==> src/sv/fdcp_pkg.sv <==
// Shared types and constants for the floppy disk controller port block.
// No dependencies; every other file imports this package.
package fdcp_pkg;

    localparam int DRIVES_DEF = 4;
    localparam int TRACKS_DEF = 77;
    localparam int SECTORS    = 32;
    localparam int SECTOR_LEN = 137;
    localparam int BUF_LEN    = SECTOR_LEN + 1;
    localparam int BUF_AW     = $clog2(BUF_LEN);

    localparam int CMD_W   = 3;
    localparam int BYTE_W  = 8;
    localparam int DRV_W   = 4;
    localparam int ADDR_W  = 19;
    localparam int TRACK_W = 7;
    localparam int SEC_W   = 6;

    typedef enum logic [CMD_W-1:0] {
        CMD_READ    = 3'd0,
        CMD_WRITE   = 3'd1,
        CMD_MOUNT   = 3'd2,
        CMD_LOAD    = 3'd3,
        CMD_UNMOUNT = 3'd4
    } t_cmd;

    localparam logic [BYTE_W-1:0] PORT_STAT = 8'h08;
    localparam logic [BYTE_W-1:0] PORT_SECT = 8'h09;
    localparam logic [BYTE_W-1:0] PORT_DATA = 8'h0A;

    localparam logic [SEC_W-1:0]  NO_SECTOR = 6'h3F;
    localparam logic [BYTE_W-1:0] BUF_EMPTY = 8'hFF;

    // status bits
    localparam logic [BYTE_W-1:0] ST_WREN   = 8'h01;
    localparam logic [BYTE_W-1:0] ST_TRK0   = 8'h40;
    localparam logic [BYTE_W-1:0] ST_HEAD   = 8'h84;
    localparam logic [BYTE_W-1:0] ST_SELECT = 8'h1A;
    localparam logic [BYTE_W-1:0] ST_HLOAD  = 8'h04;

endpackage

==> src/sv/fdcp_sector_buf.sv <==
// Sector buffer: 138 bytes, one write port, one registered read port.
// Depends on fdcp_pkg.
module fdcp_sector_buf import fdcp_pkg::*; (
    input  logic              i_clk,
    input  logic              i_we,
    input  logic [BUF_AW-1:0] i_waddr,
    input  logic [BYTE_W-1:0] i_wdata,
    input  logic [BUF_AW-1:0] i_raddr,
    output logic [BYTE_W-1:0] o_rdata
);
    logic [BYTE_W-1:0] r_mem [BUF_LEN];
    logic [BYTE_W-1:0] r_rdata;

    always_ff @(posedge i_clk) begin
        if (i_we) begin
            r_mem[i_waddr] <= i_wdata;
        end
        r_rdata <= r_mem[i_raddr];
    end

    assign o_rdata = r_rdata;
endmodule

==> config.mk <==
export PLATFORM = sky130hd
export DESIGN_NAME = fdcp_sector_buf
export DESIGN_NICKNAME = d
export VERILOG_FILES = /design/src/sv/fdcp_pkg.sv /design/src/sv/fdcp_sector_buf.sv
export SDC_FILE = /design/constraint.sdc
export NUM_CORES = 1
export LEC_CHECK = 0
export ABC_AREA = 1
export BUFFER_PORTS_ARGS = -buffer_cell sky130_fd_sc_hd__buf_4
export CELL_PAD_IN_SITES_DETAIL_PLACEMENT = 0
export CELL_PAD_IN_SITES_GLOBAL_PLACEMENT = 1
export CORE_ASPECT_RATIO = 1.2
export CORE_MARGIN = 4
export CORE_UTILIZATION = 58
export CTS_BUF_LIST = sky130_fd_sc_hd__clkbuf_8
export DETAILED_ROUTE_END_ITERATION = 10
export PLACE_DENSITY_LB_ADDON = 0.25
export REMOVE_ABC_BUFFERS = 1
export SKIP_CTS_REPAIR_TIMING = 1
export SYNTH_ARGS = -nofsm -noshare
export SYNTH_HDL_FRONTEND = slang
export SYNTH_SLANG_ARGS = --single-unit
==> constraint.sdc <==
create_clock -name i_clk -period 2.5 [get_ports i_clk]
set_input_delay 0 -clock i_clk [delete_from_list [all_inputs] [get_ports i_clk]]
set_output_delay 0 -clock i_clk [all_outputs]
set_load 0.1 [all_outputs]
## Word level (Yosys, flattened, before mapping)

Memories as Yosys holds them, arrays and structs flattened. A register that Yosys moved wholly into a read port is not among the register bits.
Index checks and enable logic that the tools add are counted.

| storage, ports and cells | value |
|---|---|
| bits in registers | 0 |
| bits in writable memories | 1,104 |
| output and inout bits | 8 |
| memories kept | 1 |

Memories:

| memory | depth | bits a word | read ports | clocked after Yosys merged registers in | write ports | RTL line | text |
|---|---|---|---|---|---|---|---|
| r_mem | 138 | 8 | 1 | 1 | 1 | fdcp_sector_buf.sv:11 | `logic [BYTE_W-1:0] r_mem [BUF_LEN];` |

| cells by class | value |
|---|---|
| multiplexer cells | 2 |

Operators with widths:

| operator | count |
|---|---|
| 1-bit two-way mux | 2 |

## Depth between registers and ports, before layout

| depth | value |
|---|---|
| word-level depth | 2 |
| depth in mapped cells | 14 |
| mapped depth without buffers | 11 |

## Worst setup path before layout

No wires, ideal clock.

| timing | value |
|---|---|
| kind | in2reg |
| from | in i_we |
| to | mem r_mem[134][0] (enable) |
| arrival time | 1,111 ps |
| required time | 2,130 ps |
| path slack | 1,019 ps |
| stages on the path | 4 |
| cell sequence | clkbuf_1 -> clkbuf_1 -> nand2_1 -> nor2_1 |

| between the ends | value |
|---|---|
| cells in the longest elaborated chain, start to end | 2 |

RTL lines:

| what | RTL line | text |
|---|---|---|
| start, declared | fdcp_sector_buf.sv:5 | `input logic i_we,` |
| 1-bit two-way mux | fdcp_sector_buf.sv:15 | `if (i_we) begin` |
| 1-bit two-way mux (implied by the code) | fdcp_sector_buf.sv:16 | `r_mem[i_waddr] <= i_wdata;` |
| end, declared | fdcp_sector_buf.sv:11 |  |

Every way passes these cells.

## Worst setup path after layout

| timing | value |
|---|---|
| from | in i_waddr[5] |
| to | mem r_mem[78][3] (enable) |

RTL lines:

| what | RTL line | text |
|---|---|---|
| start, declared | fdcp_sector_buf.sv:6 | `input logic [BUF_AW-1:0] i_waddr,` |

Straight into the memory's write port.

==> results_dict.tcl <==
set metrics [dict create \
    cts_tree "built" \
    worstHoldPathCells 7 \
    grt_pass1_vias 29690 \
    period_share_pct 91.49 \
    htreeDepth 4 \
    totalPowerFinal_w 0.03652 \
    peakVddDrop_mv 0.5219 \
    hold_violations 0 \
    die_w_um 262.2 \
    clock.fmax_ghz 0.4372 \
    setup_violations 0 \
    criticalPathCategory "in2reg" \
    p_switching_w 0.008753 \
    grt_pass1_wl_um 184100 \
    max_stage_delay_ps 730 \
    io_buffer_count 33 \
    r2r-end "o_rdata[2]$_DFF_P_" \
    async_flop_share_pct 0 \
    hp-start "i_waddr[2]" \
    via_per_inst 5.973 \
    slowest_stage "dlygate4sd3_1" \
    cts_buffers 164 \
    grt_max_degree 108 \
    rows 111 \
    antenna_found_initial 4 \
    r2r-start "r_mem[111][2]$_DFFE_PP_" \
    synth-edff-count 1104 \
    swShare_pct 23.97 \
    worstMarginPinSlew_ps 1133 \
    hold_class "in2reg" \
    drcViolationCount 0 \
    clock_path_buffers 3 \
    ys_seq_area_share_pct 74.05 \
    drive_above_1_share_pct 10.94 \
    drv_slew 0 \
    netlist_instances 3797 \
    relSlewSlack_pct 24.40 \
    synthToLayoutAreaGrowth_pct 12.78 \
    die_y_um 313.1 \
    synth.top_cells.by_count "1130 x nand2_1, 1104 x edfxtp_1, 997 x nand3_1" \
    synth_top_area_share_pct 73.70 \
    setup.worst_path.start_class "input pin" \
    path_max_fanout 4 \
    ys_top_cells_by_area "edfxtp_1 74%, nand3_1 11%, nand2_1 9.4%" \
    synth_seq_cells 1112 \
    synth_warnings 0 \
    seqPwrFrac_pct 56.4 \
    synth-main-ff-cell "edfxtp_1" \
    drt_iter0_drc 3545 \
    nNetsFinal 4017 \
    drv_cap 0 \
    cpMostUsedCell "dlygate4sd3_1" \
    path_cells "dlygate4sd3_1 -> buf_4 -> nor2_1 -> dlygate4sd3_1 -> nand2_1 -> nor2_1 -> dlygate4sd3_1" \
    vias 30730 \
    grt_use_total_pct 29.65 \
    root_buffer "clkbuf_8" \
    min_to "r_mem[35][3]$_DFFE_PP_" \
    start_util_pct 58.68 \
    crit_required_ps 3020 \
    netlist_area_um2 44980 \
    first_pass_iters 6 \
    place_congestion 0.9036 \
    grt_setup_unrepaired "false" \
    internal_power_w 0.02777 \
    p_leak_nw 18.24 \
    synth.distinct_cells 17 \
    drtAntennaViolNets 0 \
    reg2reg_depth 11 \
    core_area_um2 76660 \
    die_area_um2 82090 \
    fin_setup_tns_ps 0 \
    dpl.hpwl_um 74590 \
    avgRoutedWirePerCell_um 24.08 \
    power_frac_comb_pct 7.0 \
    ios 34 \
    critPathArrivalTime_ps 2810 \
    cts.clk_slew.worst_paths_ps 60 \
    grt-ovfl-total 0 \
    worstSkewPairLatency_ps 840 \
    power.density_nw_per_um2 719.9 \
    yosysTopAreaCell "edfxtp_1" \
    critPathCaptureType "register" \
    run_status "finished, final reports clean" \
    synthMostInstantiatedCell "nand2_1" \
    rrSetupSlack_ps 340 \
    clock_sinks 1112 \
    wirelength_um 123900 \
    final.setup_skew_ps 35.13 \
    layout_min_cycle_time_ps 2287 \
    clock_power_share_pct 36.6 \
    n_fill_cell 5736 \
    avgSynthCellArea_um2 11.85 \
]
==> cell families after synthesis <==
logic type,synth area share (%)
flops,74.05
compound gates,0.8901
buf+inv,2.907
simple gates,22.15
==> worst max-delay path: cells and delay by family <==
| kind | cells | cell delay [ps] |
|---|---|---|
| buffers and inverters | 4 | 2130 |
| AND/OR/NAND/NOR | 3 | 680 |
==> power by group through the flow <==
| stage | Combinational [W] | Clock (W) | Sequential (W) |
|---|---|---|---|
| global route | 0.00276 | 0.0144 | 0.0206 |
| finish | 0.00257 | 0.0134 | 0.0206 |
| floorplan | 0.00107 | 0 | 0.0211 |
| CTS | 0.00253 | 0.0135 | 0.0206 |
| detailed placement | 0.00252 | 0 | 0.0210 |
| global placement | 0.00248 | 0 | 0.0210 |
==> cell usage in the layout (no fill, tap or decap), types with 3 or more instances in the layout <==
master	n
a21oi_1	8
buf_12	41
buf_4	213
bufinv_16	3
clkbuf_8	169
clkinv_1	48
clkinv_2	10
clkinvlp_4	6
dfxtp_1	8
diode_2	6
dlygate4sd3_1	21
edfxtp_1	1104
inv_1	95
inv_8	5
nand2_1	1130
nand3_1	997
nor2_1	195
o21ai_0	28
o21ai_1	20
o221ai_1	8
o22ai_1	8
==> through the flow <==
stage               setup WS (ps)  hold slack, ps  utilization (%)  instance area, um2  std cells
floorplan                   -2418           98.87                -               43830       3548
global placement            125.6           421.6            62.05               47570       4821
detailed placement          123.6           425.5            62.05               47570       4821
CTS                         675.0          -498.2            65.88               50510       5117
global route                170.8           31.01            66.16               50720       5139
finish                      212.8           19.56            66.17               50730       5144
==> metal layers <==
metal / vias up / track usage [%] / part of all wire (%)
met2: 1617 / 49.06 / 49
li1: 13860 / - / -
met5: - / 0 / 0
met4: 0 / 12.43 / 4.2
met1: 14970 / 39.47 / 38
met3: 282 / 5.064 / 8.9
==> flip-flops by register name, summed over array words and instances, names as in the netlist <==
register,flops
o_rdata,8
r_mem,1104
==> worst max-delay path by stage <==
stage / cells past startpoint / slack, ps / to / start
2_1_floorplan: 7 / -2420 / o_rdata[1]$_DFF_P_ / i_raddr[0]
3_3_place_gp: 14 / 130 / o_rdata[2]$_DFF_P_ / i_raddr[1]
3_5_place_dp: 14 / 120 / o_rdata[2]$_DFF_P_ / i_raddr[0]
4_1_cts: 1 / 670 / o_rdata[2] / o_rdata[2]$_DFF_P_
5_1_grt: 11 / 170 / o_rdata[2]$_DFF_P_ / r_mem[30][2]$_DFFE_PP_
6_report: 7 / 210 / r_mem[78][3]$_DFFE_PP_ / i_waddr[5]
==> area by class of cell <==
cell class,count,area [um2],share of cell area (%)
sequential,1112,33310,65.66
clock buffer,168,2312,4.558
clock inverter,128,621.8,1.226
tap,1017,1272,2.508
inverter,42,175.2,0.3453
antenna,6,15.01,0.02960
multi-input combinational,2394,10360,20.43
timing repair buffer,277,2659,5.241
(Power assumes the default switching activity.)
